[src/rtl/a2u_pkg.sv]
// ============================================================================
// a2u_pkg
// Shared types, character codes and the digit decoder of the string-to-
// unsigned parser.
// ============================================================================
package a2u_pkg;

   // Configuration port
   localparam int CSR_ADDR_W = 3;
   localparam logic REG_NUMBER_BASE = 1'b0;
   localparam logic [5:0] NUMBER_BASE_RESET = 6'd10;

   // Radix codes
   localparam logic [5:0] BASE_AUTO = 6'd0;
   localparam logic [5:0] BASE_OCT  = 6'd8;
   localparam logic [5:0] BASE_DEC  = 6'd10;
   localparam logic [5:0] BASE_HEX  = 6'd16;

   // Character codes
   localparam logic [7:0] CH_TAB     = 8'd9;
   localparam logic [7:0] CH_CR      = 8'd13;
   localparam logic [7:0] CH_SPACE   = 8'h20;
   localparam logic [7:0] CH_PLUS    = 8'h2B;
   localparam logic [7:0] CH_MINUS   = 8'h2D;
   localparam logic [7:0] CH_ZERO    = 8'h30;
   localparam logic [7:0] CH_NINE    = 8'h39;
   localparam logic [7:0] CH_UPPER_A = 8'h41;
   localparam logic [7:0] CH_UPPER_Z = 8'h5A;
   localparam logic [7:0] CH_LOWER_A = 8'h61;
   localparam logic [7:0] CH_LOWER_Z = 8'h7A;
   localparam logic [7:0] CH_UPPER_X = 8'h58;
   localparam logic [7:0] CH_LOWER_X = 8'h78;
   localparam logic [7:0] NOT_DIGIT  = 8'hFF;

   typedef enum logic [1:0] {
      ST_NONE,
      ST_FOUND,
      ST_OVER
   } dstat_type;

   typedef struct packed {
      logic      stop;
      dstat_type stat;
   } feed_ctl_type;

   // Digit value of a character, NOT_DIGIT for anything else
   function automatic logic [7:0] digit_of(input logic [7:0] c);
      logic [7:0] d;
      d = NOT_DIGIT;
      if (c >= CH_ZERO && c <= CH_NINE) begin
         d = c - CH_ZERO;
      end else if (c >= CH_UPPER_A && c <= CH_UPPER_Z) begin
         d = c - (CH_UPPER_A - 8'd10);
      end else if (c >= CH_LOWER_A && c <= CH_LOWER_Z) begin
         d = c - (CH_LOWER_A - 8'd10);
      end
      return d;
   endfunction

endpackage

[src/rtl/a2u_csr.sv]
// ============================================================================
// a2u_csr
// Configuration register file: holds the number base.
// ============================================================================
module a2u_csr (
   input  logic                             clock,
   input  logic                             reset,
   input  logic                             csr_psel,
   input  logic                             csr_penable,
   input  logic                             csr_pwrite,
   input  logic [a2u_pkg::CSR_ADDR_W-1:0]   csr_paddr,
   input  logic [31:0]                      csr_pwdata,
   output logic [31:0]                      csr_prdata,
   output logic                             csr_pready,
   output logic [5:0]                       number_base
);

   logic [5:0] base_ff;
   logic [5:0] base_in;
   logic       hit;

   assign hit = (csr_paddr[2] == a2u_pkg::REG_NUMBER_BASE);

   always_comb begin
      base_in = base_ff;
      if (csr_psel && csr_penable && csr_pwrite && hit) begin
         base_in = csr_pwdata[5:0];
      end
   end

   always_ff @(posedge clock) begin
      if (reset) begin
         base_ff <= a2u_pkg::NUMBER_BASE_RESET;
      end else begin
         base_ff <= base_in;
      end
   end

   assign csr_prdata  = hit ? {26'd0, base_ff} : 32'd0;
   assign csr_pready  = 1'b1;
   assign number_base = base_ff;

endmodule

[src/rtl/a2u_feed.sv]
// ============================================================================
// a2u_feed
// One digit step: multiply-add into the accumulator with saturation.
// ============================================================================
module a2u_feed #(
   parameter int VALUE_WIDTH = 64
) (
   input  logic [7:0]               digit,
   input  logic [5:0]               base,
   input  logic [VALUE_WIDTH-1:0]   acc_src,
   input  a2u_pkg::dstat_type       stat_src,
   output logic [VALUE_WIDTH-1:0]   acc_out,
   output a2u_pkg::feed_ctl_type    ctl
);

   localparam int PW = VALUE_WIDTH + 6;

   logic [PW-1:0] prod;
   logic          over;

   // acc*base + d exceeds the width exactly when the strtoul cutoff test trips
   assign prod = PW'(acc_src) * PW'(base) + PW'(digit[5:0]);
   assign over = |prod[PW-1:VALUE_WIDTH];

   always_comb begin
      acc_out  = acc_src;
      ctl.stop = ({2'b00, base} <= digit);
      ctl.stat = stat_src;
      if (!ctl.stop && stat_src != a2u_pkg::ST_OVER) begin
         if (over) begin
            acc_out  = '1;
            ctl.stat = a2u_pkg::ST_OVER;
         end else begin
            acc_out  = prod[VALUE_WIDTH-1:0];
            ctl.stat = a2u_pkg::ST_FOUND;
         end
      end
   end

endmodule

[src/rtl/ascii_to_unsigned_parser.sv]
// ============================================================================
// ascii_to_unsigned_parser
// Streaming strtoul: one character per item, one result on the last item.
// ============================================================================
//
//   channel | direction | handshake          | payload
//   --------+-----------+--------------------+-----------------------------------
//   req     | in        | req_valid/ready    | char_code[7:0], last_char
//   rsp     | out       | rsp_valid/ready    | value[63:0], end_offset[11:0],
//           |           |                    | digits_found, overflowed
//   csr     | in        | APB psel/penable   | number_base[5:0] at byte address 0
//
// One item per cycle unless a last character waits on a stalled result. An
// item is held in the input register; the parse step (digit decode, one
// VALUE_WIDTH x 6 multiply-add, saturation check) runs between that
// register and the parse state / result register, so a result is
// registered when its last character advances out of the input register.
// Synchronous active-high reset clears the parse state, the valid flags and
// sets number_base to 10. An input item holds in the input register only when
// it is a last character and the result register is full and stalled.
// ============================================================================
module ascii_to_unsigned_parser #(
   parameter int VALUE_WIDTH = 64,
   parameter int MAX_CHARS   = 4096
) (
   input  logic                             clock,
   input  logic                             reset,
   // input items
   input  logic                             req_valid,
   output logic                             req_ready,
   input  logic [7:0]                       req_char_code,
   input  logic                             req_last_char,
   // result items
   output logic                             rsp_valid,
   input  logic                             rsp_ready,
   output logic [63:0]                      rsp_value,
   output logic [11:0]                      rsp_end_offset,
   output logic                             rsp_digits_found,
   output logic                             rsp_overflowed,
   // configuration
   input  logic                             csr_psel,
   input  logic                             csr_penable,
   input  logic                             csr_pwrite,
   input  logic [a2u_pkg::CSR_ADDR_W-1:0]   csr_paddr,
   input  logic [31:0]                      csr_pwdata,
   output logic [31:0]                      csr_prdata,
   output logic                             csr_pready
);

   localparam int PW = $clog2(MAX_CHARS);
   localparam logic [PW-1:0] POS_MAX = PW'(MAX_CHARS - 1);

   typedef enum logic [1:0] {
      PH_SPACE,
      PH_FIRST,
      PH_DIGITS,
      PH_DONE
   } phase_type;

   // ---------------------------------------------------------------- config
   logic [5:0] number_base;

   a2u_csr u_csr (
      .clock       (clock),
      .reset       (reset),
      .csr_psel    (csr_psel),
      .csr_penable (csr_penable),
      .csr_pwrite  (csr_pwrite),
      .csr_paddr   (csr_paddr),
      .csr_pwdata  (csr_pwdata),
      .csr_prdata  (csr_prdata),
      .csr_pready  (csr_pready),
      .number_base (number_base)
   );

   // ------------------------------------------------------- input register
   logic       in_valid_ff, in_valid_in;
   logic [7:0] char_ff,     char_in;
   logic       last_ff,     last_in;
   logic       fire;

   // ------------------------------------------------------------ parse state
   phase_type              phase_ff, phase_in, phase_nx;
   logic                   neg_ff,   neg_in,   neg_nx;
   logic                   zp_ff,    zp_in,    zp_nx;
   logic [5:0]             ab_ff,    ab_in,    ab_nx;
   logic [VALUE_WIDTH-1:0] acc_ff,   acc_in,   acc_nx;
   a2u_pkg::dstat_type     stat_ff,  stat_in,  stat_nx, stat_fin;
   logic [PW-1:0]          pos_ff,   pos_in;
   logic [PW-1:0]          stop_ff,  stop_in,  stop_nx;
   phase_type              phase_fin;

   // ------------------------------------------------------- result register
   logic                   rsp_valid_ff, rsp_valid_in;
   logic [63:0]            value_ff,  value_in;
   logic [11:0]            end_ff,    end_in;
   logic                   found_ff,  found_in;
   logic                   over_ff,   over_in;

   // ---------------------------------------------------------- step signals
   logic                   is_space;
   logic                   zero_first;
   logic                   go_first;
   logic                   use_feed;
   logic [VALUE_WIDTH-1:0] f_acc;
   logic [5:0]             f_base;
   a2u_pkg::dstat_type     f_stat;
   logic [VALUE_WIDTH-1:0] feed_acc;
   a2u_pkg::feed_ctl_type  feed_ctl;
   logic [7:0]             digit;
   logic [PW-1:0]          end_pos;
   logic [PW+11:0]         end_wide;
   logic [VALUE_WIDTH-1:0] val;

   // Advance the held item unless it would produce a result into a full,
   // stalled result register.
   assign fire      = in_valid_ff && (!last_ff || !rsp_valid_ff || rsp_ready);
   assign req_ready = !in_valid_ff || fire;

   always_comb begin
      in_valid_in = in_valid_ff;
      char_in     = char_ff;
      last_in     = last_ff;
      if (req_ready) begin
         in_valid_in = req_valid;
         char_in     = req_char_code;
         last_in     = req_last_char;
      end
   end

   assign digit    = a2u_pkg::digit_of(char_ff);
   assign is_space = (char_ff == a2u_pkg::CH_SPACE) ||
                     (char_ff >= a2u_pkg::CH_TAB && char_ff <= a2u_pkg::CH_CR);
   // A leading '0' might open an 0x prefix: hold it back one character
   assign zero_first = (number_base == a2u_pkg::BASE_AUTO ||
                        number_base == a2u_pkg::BASE_HEX) &&
                       (char_ff == a2u_pkg::CH_ZERO);

   a2u_feed #(
      .VALUE_WIDTH (VALUE_WIDTH)
   ) u_feed (
      .digit    (digit),
      .base     (f_base),
      .acc_src  (f_acc),
      .stat_src (f_stat),
      .acc_out  (feed_acc),
      .ctl      (feed_ctl)
   );

   // One character of the parse: next state after this item
   always_comb begin
      phase_nx = phase_ff;
      neg_nx   = neg_ff;
      zp_nx    = zp_ff;
      ab_nx    = ab_ff;
      acc_nx   = acc_ff;
      stat_nx  = stat_ff;
      stop_nx  = stop_ff;
      go_first = 1'b0;
      use_feed = 1'b0;
      f_acc    = acc_ff;
      f_base   = ab_ff;
      f_stat   = stat_ff;

      unique case (phase_ff)
         PH_SPACE: begin
            if (is_space) begin
               phase_nx = PH_SPACE;
            end else if (char_ff == a2u_pkg::CH_MINUS) begin
               neg_nx   = 1'b1;
               phase_nx = PH_FIRST;
            end else if (char_ff == a2u_pkg::CH_PLUS) begin
               phase_nx = PH_FIRST;
            end else begin
               go_first = 1'b1;
            end
         end
         PH_FIRST: begin
            if (zp_ff) begin
               zp_nx = 1'b0;
               if (char_ff == a2u_pkg::CH_LOWER_X || char_ff == a2u_pkg::CH_UPPER_X) begin
                  ab_nx    = a2u_pkg::BASE_HEX;
                  phase_nx = PH_DIGITS;
               end else begin
                  // The held zero was a digit: value 0, then feed this char
                  use_feed = 1'b1;
                  f_acc    = '0;
                  f_base   = (ab_ff == a2u_pkg::BASE_AUTO) ? a2u_pkg::BASE_OCT
                                                           : a2u_pkg::BASE_HEX;
                  f_stat   = a2u_pkg::ST_FOUND;
               end
            end else begin
               go_first = 1'b1;
            end
         end
         PH_DIGITS: begin
            use_feed = 1'b1;
         end
         PH_DONE: begin
            phase_nx = PH_DONE;
         end
         default: begin
            phase_nx = PH_DONE;
         end
      endcase

      if (go_first) begin
         if (zero_first) begin
            ab_nx    = number_base;
            zp_nx    = 1'b1;
            phase_nx = PH_FIRST;
         end else begin
            use_feed = 1'b1;
            f_base   = (number_base == a2u_pkg::BASE_AUTO) ? a2u_pkg::BASE_DEC
                                                           : number_base;
         end
      end

      if (use_feed) begin
         ab_nx   = f_base;
         acc_nx  = feed_acc;
         stat_nx = feed_ctl.stat;
         if (feed_ctl.stop) begin
            phase_nx = PH_DONE;
            stop_nx  = pos_ff;
         end else begin
            phase_nx = PH_DIGITS;
         end
      end
   end

   // End of string: resolve a still-held zero, form the result, clear state
   always_comb begin
      phase_fin = phase_nx;
      stat_fin  = stat_nx;
      if (zp_nx) begin
         phase_fin = PH_DIGITS;
         stat_fin  = a2u_pkg::ST_FOUND;
      end

      end_pos = '0;
      if (phase_fin == PH_DIGITS) begin
         end_pos = (pos_ff == POS_MAX) ? POS_MAX : pos_ff + 1'b1;
      end else if (phase_fin == PH_DONE) begin
         end_pos = stop_nx;
      end
      if (stat_fin == a2u_pkg::ST_NONE) begin
         end_pos = '0;
      end
      end_wide = (PW + 12)'(end_pos);

      val = acc_nx;
      if (neg_nx && stat_fin == a2u_pkg::ST_FOUND) begin
         val = '0 - acc_nx;
      end

      value_in = value_ff;
      end_in   = end_ff;
      found_in = found_ff;
      over_in  = over_ff;
      if (fire && last_ff) begin
         value_in = 64'(val);
         end_in   = end_wide[11:0];
         found_in = (stat_fin != a2u_pkg::ST_NONE);
         over_in  = (stat_fin == a2u_pkg::ST_OVER);
      end
      rsp_valid_in = (fire && last_ff) || (rsp_valid_ff && !rsp_ready);

      phase_in = phase_ff;
      neg_in   = neg_ff;
      zp_in    = zp_ff;
      ab_in    = ab_ff;
      acc_in   = acc_ff;
      stat_in  = stat_ff;
      pos_in   = pos_ff;
      stop_in  = stop_ff;
      if (fire) begin
         if (last_ff) begin
            phase_in = PH_SPACE;
            neg_in   = 1'b0;
            zp_in    = 1'b0;
            ab_in    = '0;
            acc_in   = '0;
            stat_in  = a2u_pkg::ST_NONE;
            pos_in   = '0;
            stop_in  = '0;
         end else begin
            phase_in = phase_nx;
            neg_in   = neg_nx;
            zp_in    = zp_nx;
            ab_in    = ab_nx;
            acc_in   = acc_nx;
            stat_in  = stat_nx;
            stop_in  = stop_nx;
            // Saturate the position at the last countable index
            pos_in   = (pos_ff == POS_MAX) ? POS_MAX : pos_ff + 1'b1;
         end
      end
   end

   always_ff @(posedge clock) begin
      if (reset) begin
         in_valid_ff  <= 1'b0;
         rsp_valid_ff <= 1'b0;
         phase_ff     <= PH_SPACE;
         neg_ff       <= 1'b0;
         zp_ff        <= 1'b0;
         ab_ff        <= '0;
         acc_ff       <= '0;
         stat_ff      <= a2u_pkg::ST_NONE;
         pos_ff       <= '0;
         stop_ff      <= '0;
      end else begin
         in_valid_ff  <= in_valid_in;
         rsp_valid_ff <= rsp_valid_in;
         phase_ff     <= phase_in;
         neg_ff       <= neg_in;
         zp_ff        <= zp_in;
         ab_ff        <= ab_in;
         acc_ff       <= acc_in;
         stat_ff      <= stat_in;
         pos_ff       <= pos_in;
         stop_ff      <= stop_in;
      end
   end

   // Payload registers: no reset
   always_ff @(posedge clock) begin
      char_ff  <= char_in;
      last_ff  <= last_in;
      value_ff <= value_in;
      end_ff   <= end_in;
      found_ff <= found_in;
      over_ff  <= over_in;
   end

   assign rsp_valid        = rsp_valid_ff;
   assign rsp_value        = value_ff;
   assign rsp_end_offset   = end_ff;
   assign rsp_digits_found = found_ff;
   assign rsp_overflowed   = over_ff;

endmodule
[config.mk]
export PLATFORM = sky130hd
export DESIGN_NAME = ascii_to_unsigned_parser
export DESIGN_NICKNAME = d
export VERILOG_FILES = /design/src/rtl/a2u_pkg.sv /design/src/rtl/a2u_csr.sv /design/src/rtl/a2u_feed.sv /design/src/rtl/ascii_to_unsigned_parser.sv
export SDC_FILE = /design/constraint.sdc
export NUM_CORES = 2
export LEC_CHECK = 0
export BUFFER_PORTS_ARGS = -buffer_cell sky130_fd_sc_hd__buf_2
export CORE_MARGIN = 2
export CORE_UTILIZATION = 43
export CTS_BUF_LIST = sky130_fd_sc_hd__clkbuf_2
export DETAILED_ROUTE_END_ITERATION = 8
export PLACE_DENSITY_LB_ADDON = 0.12
export SYNTH_ARGS = -nofsm -noshare
export SYNTH_HDL_FRONTEND = slang
export SYNTH_SLANG_ARGS = --single-unit
[constraint.sdc]
create_clock -name clock -period 11.9 [get_ports clock]
set_input_delay 2.975 -clock clock [delete_from_list [all_inputs] [get_ports clock]]
set_output_delay 2.975 -clock clock [all_outputs]
set_load 0.03 [all_outputs]
### Yosys cells after proc, flatten, opt, wreduce, memory -nomap -nowiden

Cells that the tools add are included.

| storage, ports and cells | value |
|---|---|
| input bits | 51 |
| output and inout port bits | 113 |
| logic and storage cells | 152 |
| flip-flop bits (word level) | 195 |

| cells by class | value |
|---|---|
| reductions and logical operators | 31 |
| magnitude comparators | 9 |
| add/subtract/negate cells | 6 |
| bitwise operators | 1 |
| multipliers | 1 |
| muxes and demuxes | 71 |
| equal/unequal tests | 16 |

Operator list:

| cell | count |
|---|---|
| 64-bit two-way mux | 8 |
| 12-bit two-way mux | 7 |
| 6-bit two-way mux | 14 |
| 70-bit by 6-bit adder with 70-bit output | 1 |
| 64-bit by 6-bit multiplier with 70-bit output | 1 |
| 1-bit by 64-bit subtractor with 64-bit output (first input constant) | 1 |
| 2-bit two-way mux | 18 |
| 8-bit by 6-bit == test with 1-bit output (second input constant) | 4 |
| 8-bit two-way mux | 3 |
| 1-bit two-way mux | 17 |
| 8-bit by 7-bit == test with 1-bit output (second input constant) | 2 |
| 8-bit by 7-bit greater-or-equal comparator with 1-bit output (second input constant) | 2 |
| 8-bit by 7-bit less-or-equal comparator with 1-bit output (second input constant) | 2 |
| 8-bit by 6-bit subtractor with 8-bit output (second input constant) | 2 |
| 1-bit logical AND | 13 |
| 12-bit by 1-bit adder with 12-bit output (second input constant) | 1 |
| 12-bit == test (second input constant) | 1 |
| 6-bit logical NOT | 2 |
| 2-bit == test (second input constant) | 5 |
| 8-bit by 4-bit greater-or-equal comparator with 1-bit output (second input constant) | 1 |
| 8-bit by 6-bit greater-or-equal comparator with 1-bit output (second input constant) | 1 |
| 6-bit by 8-bit less-or-equal comparator with 1-bit output | 1 |
| 8-bit by 4-bit less-or-equal comparator with 1-bit output (second input constant) | 1 |
| 8-bit by 6-bit less-or-equal comparator with 1-bit output (second input constant) | 1 |
| other kinds (13) | 26 |

### Longest topological paths before layout

| depth | value |
|---|---|
| depth in word-level cells | 17 |
| mapped depth | 40 |
| gate-level depth less buffers | 37 |

### By module

Synthesis repeated with hierarchy kept, for this count alone.

| second synthesis, totals | value |
|---|---|
| cells, all modules | 2954 |
| area total of the unflattened synthesis | 26384.1 sq um |

By module, submodules not included:

| module | instances | cells an instance | area each (sq um) |
|---|---|---|---|
| a2u_feed | 1 | 1628 | 14293.7 |
| ascii_to_unsigned_parser | 1 | 1264 | 11557.3 |
| a2u_csr | 1 | 62 | 533.0 |

### Worst setup path after synthesis

No wires, ideal clock.

| timing | value |
|---|---|
| path type | register to register |
| from | register char_ff[5] |
| to | register value_ff[60] (netlist: rsp_value[60]), data pin |
| cell stages (with the launch flop) | 39 |
| required time | 11.635 ns |
| period minus slack after synthesis | 9.376 ns |
| setup time | 0.265 ns |
| path slack | 2.524 ns |
| arrival | 9.111 ns |
| cell sequence | edfxtp_1 inv_1 ha_1 o21ai_0 o21ai_1 clkbuf_1 clkbuf_1 o21bai_1 mux2i_1 clkbuf_1 nor2_1 fa_1 inv_1 fa_1 inv_1 fa_1 ha_1 ha_1 (+3 left out) a311oi_2 nand3_1 a221o_1 a211oi_2 o32ai_2 nor4b_4 buf_6 a31oi_1 inv_1 ha_1 nand4_1 o22ai_1 nand4_1 nor4b_4 and3_1 buf_4 a41oi_1 xor2_1 |

| between the ends | value |
|---|---|
| elaborated cells on any way between the ends | 70 |

RTL lines:

| item | line | text |
|---|---|---|
| start: declaration | ascii_to_unsigned_parser.sv:78 | `logic [7:0] char_ff, char_in;` |
| start signal: assignment | ascii_to_unsigned_parser.sv:329 | `char_ff <= char_in;` |
| parallel branches: the longest is 12 deep, another holds 64-bit by 6-bit multiplier with 70-bit output | -- |  |
| 64-bit two-way mux (*) | ascii_to_unsigned_parser.sv:219 | `if (use_feed) begin` |
| via acc_nx[0] | ascii_to_unsigned_parser.sv:87 | `logic [VALUE_WIDTH-1:0] acc_ff, acc_in, acc_nx;` |
| 1-bit by 64-bit subtractor with 64-bit output (*) | ascii_to_unsigned_parser.sv:254 | `val = '0 - acc_nx;` |
| 64-bit two-way mux (*) | ascii_to_unsigned_parser.sv:253 | `if (neg_nx && stat_fin == a2u_pkg::ST_FOUND) begin` |
| via val[60] | ascii_to_unsigned_parser.sv:113 | `logic [VALUE_WIDTH-1:0] val;` |
| end signal: assignment | ascii_to_unsigned_parser.sv:331 | `value_ff <= value_in;` |
| end: declaration | ascii_to_unsigned_parser.sv:95 | `logic [63:0] value_ff, value_in;` |

Mark *: on every way through the listed nets, which the timed path passes.
A chain may end at the register's enable or synchronous reset.

### Worst setup path after layout

| timing | value |
|---|---|
| from | register char_ff[0] |
| to | register value_ff[28] (netlist: rsp_value[28]), data pin |

| between the ends | value |
|---|---|
| word-level cells in the longest chain between the ends | 17 |
| elaborated cells on any way between the ends | 70 |

Ends and longest elaborated chain:

| item | line |
|---|---|
| parallel branches: the longest is 16 deep, another holds 64-bit by 6-bit multiplier with 70-bit output | -- |
| 64-bit two-way mux (*) | ascii_to_unsigned_parser.sv:253 |
| via val[28] | ascii_to_unsigned_parser.sv:113 |

Marks and branches as above.

==> results.yml <==
grt:
  grt_max_degree: 80
  busiest_layer: "met2"
  globalRoute.totalOverflow: 0
  grt_pass1_wl_um: 125000
  use_met2_pct: 43.4
  use_met3_pct: 4.15
  grt_util_met1_pct: 39.9
  antenna_found_initial: 2
  grt_use_total_pct: 27.7
  grt_pass1_vias: 21600
clocking:
  hold_buffers: 0
  cts_tree: "yes"
  cts.sinks: 195
  cts_buffer_depth: 2
  clkLatencyLatePin_ps: 950
  cts.repair.resized: 0
  h-tree-depth: 4
  cts_buffers: 17
  path_clk_slew_ps: 320
  cts_setup_buffers: 0
  cts-root-buf: "clkbuf_2"
sta:
  finalClockSkew_ps: 63.0
  rsz0062_at_grt: "false"
  hold_viol_final: 0
  finalCritPeriodShare_pct: 92.7
  fmax_ghz: 0.0907
  post-route-min-period_ps: 11030
  fin_setup_tns_ps: 0
  slew_headroom_pct: 26.1
  worst_pin_slew_ps: 1110
  slew_violations: 0
  setup_violations: 0
yosys:
  synth_async_sr_flop_share_pct: 0
  seq_area_frac_synth_pct: 19.8
  yosys_warnings: 0
  synth.cell_area_mm2: 0.0241
  ys.flop_type: "dfxtp_1"
  yosys_register_bits: 195
  synth_edf_count: 87
  ys_types: 98
  syn_area_per_cell_um2: 8.33
  syn_inst: 2896
cells_and_area:
  final_nets: 3412
  multi_input_area_mm2: 0.0182
  layout-drive-gt1-share_pct: 9.92
  synthToLayoutAreaGrowth_pct: 7.26
  fillers: 5546
  final-seq-area_mm2: 0.00477
  fin_util_pct: 46.8
routing:
  routed_wl_um: 79500
  drt_iter0_markers: 1925
  routedWlPerCell_um: 21.5
  vias_per_cell: 5.93
  drc: 0
  vias: 22000
  drtAntennaViolNets: 0
  dr.pass1.iters: 6
placement:
  gp_congestion: 0.923
  port_buffers: 108
  dpl.hpwl_um: 61400
pwr:
  leakagePower_nw: 11.7
  vdd_drop_max_uv: 47.4
  p_per_area_mw_per_mm2: 48.7
setup_path:
  cp_data_required_time_ps: 12560
  reg2reg_depth: 37
  worstSetupPathType: "flop to flop"
  start_kind: "flop"
  cp_common_cell: "inv_1"
  arrival_ps: 11690
  slowest_delay_ps: 740
  worstPathMaxFanout: 21
  cp_slowest_cell: "mux2_2"
  end_kind: "flop"
floorplan:
  ios: 164
  die_y_um: 241
  rows: 86
  core_mm2: 0.0553
  start_util_pct: 43.6
  dieWidth_um: 241
  die_area_mm2: 0.0580
hold_path:
  worst_hold_path_type: "flop to flop"
  min_path_cells: 2
job:
  cap_violations: 0
status:
  outcome: "completed"
path summary, 6_finish.rpt:
check | from | to | slack, ps
max | char_ff[0]$_DFFE_PP_ | rsp_value[28]$_DFFE_PP_ | 870
min reg2reg | neg_ff$_SDFFE_PP0P_ | neg_ff$_SDFFE_PP0P_ | 540
min | neg_ff$_SDFFE_PP0P_ | neg_ff$_SDFFE_PP0P_ | 540
max reg2reg | char_ff[0]$_DFFE_PP_ | rsp_value[28]$_DFFE_PP_ | 870
flip-flops by register name, indices dropped and copies added, names as in the netlist, 2 cells and up:
name	count
ab_ff	6
char_ff	8
acc_ff	64
phase_ff	2
stat_ff	2
rsp_end_offset	12
u_csr.number_base	6
stop_ff	12
rsp_value	64
pos_ff	12
through the flow:
stage / instance area, µm² / std cells / hold WS, ps / total power [mW] / setup slack, ps
after floorplan: 24200 / 2921 / 454 / 0.848 / 2520
after global placement: 25600 / 3670 / 469 / 0.903 / 1030
after detailed placement: 25600 / 3670 / 480 / 0.905 / 936
after CTS: 25900 / 3702 / 532 / 1.27 / 844
after global routing: 25900 / 3703 / 567 / 1.31 / 265
final: 25900 / 3703 / 537 / 1.26 / 874
Yosys cell counts, types with 12 or more instances:
library cell	instances	share of area, %
nor2_1	617	9.6
and4_1	13	0.47
nand2b_1	12	0.31
o21ai_0	92	1.9
edfxtp_1	87	11
a21oi_1	234	4.9
buf_4	30	0.93
o21a_1	17	0.53
o21ai_1	14	0.29
ha_1	168	8.7
xnor2_1	73	2.7
and3_1	31	0.80
nor2b_1	24	0.62
fa_1	252	21
buf_2	36	0.75
xor2_1	54	2.0
nor3_1	33	0.68
a21o_1	35	1.1
o211ai_1	15	0.47
nand3_1	41	0.85
and2_1	18	0.47
inv_1	98	1.5
a31oi_1	51	1.3
a22oi_1	69	2.1
clkbuf_1	119	1.9
dfxtp_1	108	9.0
nand2_1	249	3.9
a211oi_1	13	0.40
nand4_1	40	1.0
o21bai_1	16	0.50
routing by layer:
layer | wire length, µm | vias to the layer above
li1 | - | 10100
met5 | 0 | -
met2 | 35500 | 825
met3 | 5950 | 98
met4 | 1880 | 0
met1 | 36200 | 10900
cells by family (layout without fill, tap and decap cells):
family	after synthesis	in the layout	share of synthesized area (%)
xor+xnor	127	127	4.61
flops	195	195	19.8
compound gates	700	700	19.0
simple gates	1136	1136	20.8
fa+ha+maj	420	420	29.6
other cells	2	28	0.0311
buf+inv	301	334	5.45
mux	15	15	0.643
layout by cell type (no fill, tap or decap), types with 10 or more instances in the layout:
cell	instances
a211o_1	11
a211oi_1	13
a21o_1	34
a21oi_1	234
a22oi_1	69
a31oi_1	51
a32oi_1	10
a41oi_1	11
and2_1	18
and3_1	31
and4_1	13
buf_2	107
buf_4	90
clkbuf_2	17
conb_1	27
dfxtp_1	108
edfxtp_1	87
fa_1	252
ha_1	168
inv_1	98
mux2i_1	10
nand2_1	247
nand2b_1	12
nand3_1	41
nand4_1	40
nor2_1	615
nor2b_1	24
nor3_1	33
o211ai_1	15
o21a_1	15
o21ai_0	91
o21ai_1	13
o21bai_1	16
xnor2_1	73
xor2_1	54
critical path: cells and delay by family (launching register included):
family | cells | cell delay (ps)
compound gates | 8 | 1890
xor+xnor | 1 | 430
fa+ha+maj | 7 | 2870
buf+inv | 9 | 1370
flops | 1 | 620
mux | 1 | 740
simple gates | 11 | 2810
layout make-up:
| cell class | count | area share, % |
|---|---|---|
| timing repair buffer | 203 | 5.15 |
| tap | 748 | 3.62 |
| clock buffer | 17 | 0.329 |
| antenna | 1 | 0.00967 |
| sequential | 195 | 18.5 |
| clock inverter | 15 | 0.701 |
| inverter | 99 | 1.44 |
| multi-input combinational | 2425 | 70.3 |
report_power, final:
part / internal, mW / switching, mW
registers: 0.711 / 0.0107
clock network: 0.0760 / 0.290
logic: 0.0388 / 0.135
total: 0.826 / 0.435
Note: power is estimated with default switching activity, not from simulation.
